<file path="src/sv/feedback_rate_adapter_top_macros.svh">
// Assertion macros for the feedback rate adapter.
// Used by feedback_rate_adapter_top; no other dependencies.
`ifndef FEEDBACK_RATE_ADAPTER_TOP_MACROS_SVH
`define FEEDBACK_RATE_ADAPTER_TOP_MACROS_SVH
`ifndef ASSERT_OFF
`define FRA_ASSERT_IMP(label, clk, rst, cond, expr) \
   label: assert property (@(posedge clk) disable iff (rst) (cond) |-> (expr)) \
      else $error("feedback rate adapter check failed");
`define FRA_ASSERT_NXT(label, clk, rst, cond, expr) \
   label: assert property (@(posedge clk) disable iff (rst) (cond) |=> (expr)) \
      else $error("feedback rate adapter check failed");
`else
`define FRA_ASSERT_IMP(label, clk, rst, cond, expr)
`define FRA_ASSERT_NXT(label, clk, rst, cond, expr)
`endif
`endif

</file>
<file path="src/sv/fra_pkg.sv">
// Shared types, constants and the exponential table for the feedback rate adapter.
// No dependencies.
`default_nettype none
package fra_pkg;

   localparam int NODES       = 128;
   localparam int NODE_BITS   = (NODES > 1) ? $clog2(NODES) : 1;
   localparam int EXP_ENTRIES = 1024;
   localparam int EXP_BITS    = $clog2(EXP_ENTRIES);
   localparam int FRAC_BITS   = 16;
   localparam int FACTOR_W    = FRAC_BITS + 1;
   localparam int NUM_W       = 43;
   localparam int DEN_W       = 33;

   localparam logic [FACTOR_W-1:0] FACTOR_ONE = {1'b1, {FRAC_BITS{1'b0}}};
   localparam logic [47:0]         ECF_ONE    = 48'(1) << FRAC_BITS;
   localparam logic [63:0]         EXP_STEP   = 64'd4252231657;
   localparam logic [24:0]         ONE_SECOND = 25'h100_0000;
   localparam logic [31:0]         MAX_RATE_RST     = 32'd448000;
   localparam logic [15:0]         PACKET_SIZE_RST  = 16'd210;
   localparam logic [30:0]         PACKET_LIMIT_RST = 31'd268435456;

   typedef enum logic [1:0] {
      CSR_MAX_RATE     = 2'd0,
      CSR_PACKET_SIZE  = 2'd1,
      CSR_PACKET_LIMIT = 2'd2
   } csr_index_type;

   typedef enum logic [1:0] {
      REQ_START    = 2'd0,
      REQ_FEEDBACK = 2'd1,
      REQ_TFRC     = 2'd2,
      REQ_NEXT     = 2'd3
   } req_kind_type;

   typedef enum logic [3:0] {
      S_IDLE, S_FB_RD, S_FB_CALC, S_FB_MUL1, S_FB_MUL2, S_MIN_START, S_MIN_RUN,
      S_TF_RD, S_TF_MUL, S_TF_RES, S_DIV_START, S_DIV_RUN, S_DONE
   } state_type;

   typedef struct packed {
      logic                 clear;
      logic                 wr_en;
      logic [NODE_BITS-1:0] addr;
      logic [FACTOR_W-1:0]  factor;
      logic [31:0]          rate;
   } node_cmd_type;

   typedef struct packed {
      logic [FACTOR_W-1:0] factor;
      logic [31:0]         rate;
   } node_rd_type;

   typedef logic [32:0] exp_rom_type [EXP_ENTRIES];

   // E[0] is 1.0 in Q1.32; each entry is the previous one times exp(-1/100), rounded.
   function automatic exp_rom_type build_exp_rom();
      exp_rom_type t;
      logic [63:0] e;
      e    = 64'h1_0000_0000;
      t[0] = 33'(e);
      for (int k = 1; k < EXP_ENTRIES; k++) begin
         e    = (e * EXP_STEP + 64'h8000_0000) >> 32;
         t[k] = 33'(e);
      end
      return t;
   endfunction

endpackage
`default_nettype wire

</file>
<file path="src/sv/fra_div.sv">
// Restoring divider, one quotient bit per cycle, for the interval computation.
// Depends on fra_pkg.
`default_nettype none
module fra_div (
   input  wire logic                      clock,
   input  wire logic                      reset,
   input  wire logic                      start,
   input  wire logic [fra_pkg::NUM_W-1:0] num,
   input  wire logic [fra_pkg::DEN_W-1:0] den,
   output logic                           done,
   output logic [fra_pkg::NUM_W-1:0]      quo
);
   import fra_pkg::*;

   localparam int CNT_W = $clog2(NUM_W + 1);

   logic [DEN_W:0]   rem_ff, rem_in, rem_sh;
   logic [NUM_W-1:0] quo_ff, quo_in;
   logic [DEN_W-1:0] den_ff;
   logic [CNT_W-1:0] cnt_ff, cnt_in;
   logic             busy_ff, busy_in, done_ff, done_in;

   always_comb begin
      rem_sh  = {rem_ff[DEN_W-1:0], quo_ff[NUM_W-1]};
      rem_in  = rem_ff;
      quo_in  = quo_ff;
      cnt_in  = cnt_ff;
      busy_in = busy_ff;
      done_in = 1'b0;
      if (start) begin
         rem_in  = '0;
         quo_in  = num;
         cnt_in  = CNT_W'(NUM_W);
         busy_in = 1'b1;
      end else if (busy_ff) begin
         if (rem_sh >= {1'b0, den_ff}) begin
            rem_in = rem_sh - {1'b0, den_ff};
            quo_in = {quo_ff[NUM_W-2:0], 1'b1};
         end else begin
            rem_in = rem_sh;
            quo_in = {quo_ff[NUM_W-2:0], 1'b0};
         end
         cnt_in = cnt_ff - CNT_W'(1);
         if (cnt_ff == CNT_W'(1)) begin
            busy_in = 1'b0;
            done_in = 1'b1;
         end
      end
   end

   always_ff @(posedge clock) begin
      if (reset) begin
         busy_ff <= 1'b0;
         done_ff <= 1'b0;
         cnt_ff  <= '0;
      end else begin
         busy_ff <= busy_in;
         done_ff <= done_in;
         cnt_ff  <= cnt_in;
      end
      rem_ff <= rem_in;
      quo_ff <= quo_in;
      if (start) begin
         den_ff <= den;
      end
   end

   assign done = done_ff;
   assign quo  = quo_ff;

endmodule
`default_nettype wire

</file>
<file path="config.mk">
export PLATFORM = sky130hd
export DESIGN_NAME = fra_div
export DESIGN_NICKNAME = d
export VERILOG_FILES = /design/src/sv/feedback_rate_adapter_top_macros.svh /design/src/sv/fra_pkg.sv /design/src/sv/fra_div.sv
export SDC_FILE = /design/constraint.sdc
export NUM_CORES = 1
export LEC_CHECK = 0
export BUFFER_PORTS_ARGS = -buffer_cell sky130_fd_sc_hd__buf_2
export CORE_MARGIN = 8
export CORE_UTILIZATION = 45
export DETAILED_ROUTE_END_ITERATION = 8
export GPL_TIMING_DRIVEN = 0
export PLACE_DENSITY = 0.77
export SLEW_MARGIN = 20
export SYNTH_ARGS = -nofsm -noshare
export SYNTH_HDL_FRONTEND = slang
export SYNTH_SLANG_ARGS = --single-unit
</file>
<file path="constraint.sdc">
create_clock -name clock -period 3.4 [get_ports clock]
set_input_delay 0.34 -clock clock [delete_from_list [all_inputs] [get_ports clock]]
set_output_delay 0.34 -clock clock [all_outputs]
set_load 0.05 [all_outputs]
</file>
* Word level (Yosys, flattened, before mapping)
Cells that the tools add are included.
** Word-level totals
- Register bits :: 117
- Bits of input ports :: 79
- Output and inout port bits :: 44
- Word-level logic and storage cells :: 25
** Operators by class
- Add/sub/neg operators :: 2
- $lt $le $gt $ge :: 1
- Equal/unequal tests :: 1
- Mux-type cells :: 10
- Bitwise gates (word level) :: 1
- Reductions and logical operators :: 3
** Operators by type and width (number)
- $mux 43 :: 2
- $ge 34x33->1 :: 1
- $mux 33 :: 1
- $sub 33x33->33 :: 1
- $mux 6 :: 2
- $eq 6x1->1 const B :: 1
- $sub 6x1->6 const B :: 1
- $mux 1 :: 5
- $reduce_or 3->1 :: 1
- $reduce_bool 2->1 :: 1
- $reduce_or 2->1 :: 1
- $not 1->1 :: 1

* Logic depth before layout (Yosys ltp)
Gate-level depths: netlist (run 1).
- Word-level depth :: 4
- Mapped depth :: 14
- Gate-level depth less buffers :: 13

* Least setup slack after synthesis (run 1)
OpenSTA, ideal clock, no wires.
- Kind :: register to register
- Start point :: reg quo_ff[42] (netlist: quo[42])
- End point :: reg rem_ff[25]
- Library setup time :: 0.127 ns
- Data arrival time :: 3.368 ns
- Required time :: 3.273 ns
- Slack :: -0.095 ns
- Cell stages (with the launch flop) :: 15
- Buffers on the path :: 1
- Period minus slack after synthesis :: 3.495 ns
- Cells stage by stage :: edfxtp_1 > inv_1 > ha_1 > inv_1 > fa_1 > a21o_1 > a221oi_2 > o211ai_1 > a31oi_2 > o21ai_2 > a2111oi_4 > nand2b_1 > buf_2 > o32a_1 > nand3_1
** Between the ends
- Longest elaborated chain between the ends :: 2
- Elaborated cells between the ends (all ways) :: 3
- Classes of those cells :: 1 x add/sub; 1 x order compare; 1 x mux
** Ends and longest elaborated chain
- start: declaration :: line fra_div.sv:18 : logic [NUM_W-1:0] quo_ff, quo_in;
- start signal: assignment :: line fra_div.sv:62 : quo_ff <= quo_in;
- $sub 33x33->33 or $ge 34x33->1 (tied branches) :: line fra_div.sv:37, fra_div.sv:36
- $mux 33 * :: line fra_div.sv:36 : if (rem_sh >= {1'b0, den_ff}) begin
- end signal: assignment :: line fra_div.sv:61 : rem_ff <= rem_in;
- end: declaration :: line fra_div.sv:17 : logic [DEN_W:0] rem_ff, rem_in, rem_sh;
Every way passes the cells marked *; elsewhere a longest branch is shown, timed or not.
A chain may end at the register's enable or synchronous reset.

* Worst setup path in the final report (run 1)
- Start point :: reg quo_ff[42] (netlist: quo[42])
- End point :: reg rem_ff[10]
The elaborated chain is that of the path after synthesis.

==> results.toml, run 1 <==
[timing]
final-setup-viol-count = 0
setup_ws_ps = 15.2
rsz0062_at_grt = "yes"
setup_tns_ps = 0
maxSlewViolCount = 0
timing.hold.ws_ps = 90.4
fmax_mhz = 295
finalClockSkew_ps = 8.26
worstMarginPinSlew_ps = 965
slew_headroom_pct = 35.5
hold_viol_final = 0
finalCritPeriodShare_pct = 99.6
post-route-min-period_ps = 3380

[logic_synthesis]
synth_compound_area_share_pct = 17.0
syn_area_um2 = 6570
synthDistinctLibCells = 54
yosysTopAreaCellShare_pct = 34.7
async_flop_share_pct = 0
synthXorXnorAreaFrac_pct = 3.86
synth_largest_area_cell = "edfxtp_1"
synth_edf_count = 76
synth_top_family_by_area = "compound AO/OA/AOI/OAI gates"
yosysMostFrequentCell = "edfxtp_1"
synth-simple-area-share_pct = 11.7
yosys_most_used_dff = "edfxtp_1"
syn_nets = 761
synth_adder_area_share_pct = 6.97
muxShareOfSynthArea_pct = 8.56
synth.yosys.warnings = 0
ys_seq_elements = 117
synth_seq_area_share_pct = 47.2
synth.avg_cell_area_um2 = 10.2
syn-instance-count = 646
synth_common_cells = "edfxtp_1, nor2_1, a21oi_1"
netlist_top_cells_area = "edfxtp_1, dfxtp_1, mux2_2"

[floorplan]
io_pins = 123
core_region_area_um2 = 14400
die_h_um = 137
start_util_pct = 45.6
fp-row-count = 44
die_w_um = 137
die-area_um2 = 18700

[clock_network]
clk_latency_ps = 420
cts_hold_buf = 0
cts_tree = "yes"
root_buffer = "clkbuf_16"
cts.htree.levels = 4
clock_sinks = 117
cts_buffers = 17
cts.path.max_buffers = 2
clk_pin_slew_worst_paths_ps = 60

[global_routing]
grt_max_degree = 37
first_global_vias = 5733
grt_pass1_wl_mm = 28.2
grtUsageTotal_pct = 19.3
grt_overflow = 0
antenna_found_initial = 0

[min_path]
hold_path_depth = 1
hp-class = "input pin to flop"

[placement]
dp_hpwl_mm = 12.9
finalWeightedCongestion = 0.954
place_ws_ps = -352
io_buffers = 121

[route]
detail_route.wl_per_cell_um = 18.1
drtIter0Drc = 476
ant_nets = 0
drc = 0
vias = 5544
drt-pass1-iter-count = 6
routed_wirelength_mm = 18.0
via_per_inst = 5.58

[worst_setup_path]
cpMostUsedCell = "mux2i_1"
slowest_delay_ps = 410
path_class = "flop to flop"
cp_data_required_time_ps = 3750
crit_path_start_kind = "flop"
worstPathCellList = "inv_1 > ha_2 > inv_2 > fa_2 > a21o_1 > a221oi_4 > o211ai_1 > a31oi_2 > o21ai_4 > a2111oi_4 > buf_6 > buf_12 > mux2i_1 > mux2i_1 > nor2_1"
cp_max_fo = 10
r2r_cells = 15
cp.arrival_ps = 3740
endpoint_kind = "flop"
crit_path_top_delay_cell = "edfxtp_1"

[pwr]
pwr-share-comb_pct = 23.9
irDropWorstVdd_v = 0.000458
power.clock.fraction_pct = 38.6
p_per_area_nw_per_um2 = 562
p_sw_uw = 1460
leakagePower_uw = 0.00350
pwr-share-seq_pct = 37.5
internal-power_uw = 3170
swShare_pct = 31.5

[run]
cap_viol_max_count = 0

[cells_and_area]
synthToLayoutAreaGrowth_pct = 25.2
antenna-diode-count = 0
finalNetCount = 911
layout-drive-gt1-share_pct = 28.7

[outcome]
outcome = "finished clean"
sequential cells by signal, summed over array words and instances, names as in the netlist:
name     count
rem_ff      33
busy_ff      1
den_ff      33
quo         43
done         1
cnt_ff       6
path summary, 6_finish.rpt:
| kind | startpoint | end | slack (ps) |
|---|---|---|---|
| hold reg to reg | rem_ff[2] | rem_ff[2] | 500 |
| setup reg to reg | quo[42] | rem_ff[10] | 20 |
| hold / removal | den[1] | den_ff[1] | 90 |
| setup / recovery | quo[42] | rem_ff[10] | 20 |
through the flow:
step,utilization (%),total power [uW],instance area (um2),cells
detailed placement,51.6,2780,7440,952
global route,57.1,4810,8230,993
CTS,56.2,4600,8100,988
finish,57.1,4630,8230,993
floorplan,-,2500,6580,646
global placement,51.4,2760,7420,951
placed cells by master (no fill, tap or decap), types with 5 or more instances in the layout:
cell type / instances
mux2_2: 42
nor3_1: 9
nand3_1: 7
nor2_1: 62
inv_1: 46
a32oi_1: 5
xnor2_1: 16
mux2i_1: 9
a21oi_1: 56
edfxtp_1: 76
nor2b_1: 12
a21o_1: 15
buf_4: 12
clkbuf_16: 18
dfxtp_1: 41
nand2_1: 32
ha_1: 34
nand4_1: 11
xor2_1: 13
o21bai_1: 7
a211oi_1: 19
buf_2: 121
clkbuf_1: 20
a31oi_1: 11
o21ai_0: 30
layer usage:
| layer | track usage (%) | part of all wire, % | vias up |
|---|---|---|---|
| met5 | 0 | 0 | - |
| met4 | 7.42 | 1.8 | 0 |
| met3 | 8.15 | 11 | 40 |
| met2 | 31.1 | 46 | 253 |
| met1 | 22.5 | 41 | 2581 |
| li1 | - | - | 2670 |
what timing repair did:
action / 4_1_cts / 5_1_grt
setup buffers: 7 / 5
resized for setup: 6 / 20
gates cloned: 0 / 2
setup endpoints to repair: 34 / 34
pin swaps: 3 / 14
critical path: cells and delay by family (launching register included):
family	cells	cell delay [ps]
AO/OA/AOI/OAI	6	1450
adder cells (fa/ha/maj)	2	520
buffers and inverters	4	490
flip-flops	1	410
multiplexers	2	340
AND/OR/NAND/NOR	1	110
power groups by stage:
stage               logic [uW]  registers [uW]  clock network, uW
floorplan                  565            1940                  0
global placement          1000            1760                  0
detailed placement        1020            1760                  0
CTS                       1050            1730               1810
global route              1200            1750               1860
finish                    1110            1730               1790
layout make-up:
class	instances	area, um2
plain buffers	26	151
clock buffers	19	443
clock inverters	13	150
fillers	1231	6190
inverters	48	180
multi-input cells	450	3220
flip-flops and latches	117	3100
well taps	184	230
repair buffers	136	756
cell families after synthesis:
| logic type | count (synthesis) |
|---|---|
| AO/OA/AOI/OAI | 173 |
| XOR/XNOR | 29 |
| adder cells (fa/ha/maj) | 36 |
| buffers and inverters | 79 |
| flip-flops | 117 |
| multiplexers | 51 |
| AND/OR/NAND/NOR | 161 |
No activity file was read; power rests on OpenSTA's default activity.
==> inputs of run 2 (changes only) <==
- CORE_UTILIZATION: 45 -> 60
- PLACE_DENSITY: 0.77 -> 0.93
- clock period: 3.4 -> 4 ns (I/O delays scaled with it)
==> run 2 against run 1 <==
Against the previous run:
- sequential cell count is the same
- die area shrank 22%
- global-route usage grew 9.6 points
- combinational power shrank 15%
- register-to-register slack gained 160 ps
- via count grew 7.6%
- worst hold slack lost 58 ps
- critical endpoint unchanged
- largest cell class unchanged
==> results.toml, run 2 (same netlist as run 1, synthesis figures left out) <==
[outcome]
outcome = "finished clean"

[global_routing]
grtUsageTotal_pct = 28.9
grt_max_degree = 35
antenna_found_initial = 0
grt_pass1_wl_mm = 32.5
first_global_vias = 6237
grt_overflow = 0

[floorplan]
die_h_um = 121
start_util_pct = 61.2
io_pins = 123
die-area_um2 = 14600
die_w_um = 121
fp-row-count = 38
core_region_area_um2 = 10700

[timing]
post-route-min-period_ps = 3820
finalClockSkew_ps = 10.7
final-setup-viol-count = 0
finalCritPeriodShare_pct = 95.5
hold_viol_final = 0
timing.hold.ws_ps = 32.0
fmax_mhz = 262
maxSlewViolCount = 0
worstMarginPinSlew_ps = 868
setup_tns_ps = 0
slew_headroom_pct = 42.0

[route]
vias = 5964
drt-pass1-iter-count = 5
via_per_inst = 6.32
routed_wirelength_mm = 21.0
detail_route.wl_per_cell_um = 22.2
drtIter0Drc = 589
ant_nets = 0
drc = 0

[clock_network]
cts_tree = "yes"
clk_pin_slew_worst_paths_ps = 60
clock_sinks = 117
clk_latency_ps = 540
cts_buffers = 17
cts.path.max_buffers = 2
cts_hold_buf = 0
cts.htree.levels = 4
root_buffer = "clkbuf_8"

[pwr]
pwr-share-comb_pct = 24.4
p_sw_uw = 1280
leakagePower_uw = 0.00340
swShare_pct = 33.4
power.clock.fraction_pct = 36.9
irDropWorstVdd_v = 0.000448
internal-power_uw = 2560
p_per_area_nw_per_um2 = 481
pwr-share-seq_pct = 38.6

[placement]
finalWeightedCongestion = 1.02
dp.cells = 908
dpl-instance-area_um2 = 7380
io_buffers = 121
dp_hpwl_mm = 14.1

[cells_and_area]
final_common_cell = "buf_2"
layout-drive-gt1-share_pct = 26.5
register_area_um2 = 3100
design_area_um2 = 7980
stdcell_count = 944
mostFrequentLayoutCells = "buf_2, edfxtp_1, nor2_1"
antenna-diode-count = 0
multi_input_area_um2 = 3180
finalNetCount = 906
utilization_pct = 74.3
synthToLayoutAreaGrowth_pct = 21.5
n_fill_cell = 737
largest_reg_flops = 43

[worst_setup_path]
cp.arrival_ps = 4290
cp_data_required_time_ps = 4470
path_class = "flop to flop"
crit_path_start_kind = "flop"
endpoint_kind = "flop"
r2r_cells = 15
cp_max_fo = 10

[run]
cap_viol_max_count = 0

[min_path]
hold_path_depth = 1
hp-class = "input pin to flop"
[run 2: cell types whose count changed in the layout (fill, tap and decap cells not counted), sizes merged]
cell,change
buf,-11
bufinv,-1
clkbuf,+5
clkinvlp,+1
inv,+1
[run 2: area by class of cell]
cell class,count,area share [%]
plain buffers,31,1.72
clock buffers,18,5.23
clock inverters,14,1.60
inverters,48,2.26
multi-input cells,450,39.8
flip-flops and latches,117,38.9
well taps,140,2.19
repair buffers,126,8.35
[run 2: critical path, cell delays in order (launching register included)]
cell,delay [ps]
edfxtp_1,430
inv_1,100
ha_1,200
inv_1,70
fa_1,440
a21o_1,270
a221oi_4,350
o211ai_1,220
a31oi_2,270
o21ai_2,130
a2111oi_4,380
buf_6,180
buf_6,180
mux2i_2,250
mux2i_1,130
nor2_1,120
[run 2: path summary, 6_finish.rpt]
| kind | start | endpoint | slack (ps) |
|---|---|---|---|
| min reg2reg | rem_ff[8] | rem_ff[8] | 500 |
| max reg2reg | quo[42] | rem_ff[10] | 180 |
| min | den[7] | den_ff[7] | 30 |
| max | quo[42] | rem_ff[10] | 180 |
[run 2: timing repair]
item | CTS | global route
gates cloned | 0 | 0
pin swaps | 1 | 2
setup buffers | 2 | 2
endpoints found under the hold margin | 0 | 0
setup endpoints to repair | 4 | 26
resized for setup | 0 | 6
[run 2: power groups by stage]
stage | Sequential [uW] | Clock, uW | Combinational (uW)
4_1_cts | 1480 | 1430 | 906
3_3_place_gp | 1490 | 0 | 841
5_1_grt | 1490 | 1470 | 999
2_1_floorplan | 1650 | 0 | 479
3_5_place_dp | 1500 | 0 | 880
6_report | 1480 | 1420 | 938
[run 2: metrics by stage]
| stage | total power (uW) | setup WS, ps |
|---|---|---|
| floorplan | 2130 | 505 |
| global placement | 2330 | 252 |
| detailed placement | 2380 | 126 |
| CTS | 3810 | 116 |
| global route | 3960 | -51.7 |
| finish | 3840 | 179 |
[run 2: per-layer routing]
layer	global-route usage, %	wire length (um)	vias up
met5	0	0	-
met4	17.0	945	0
met3	10.3	2080	85
met2	47.3	10100	388
met1	32.1	7810	2828
li1	-	-	2663
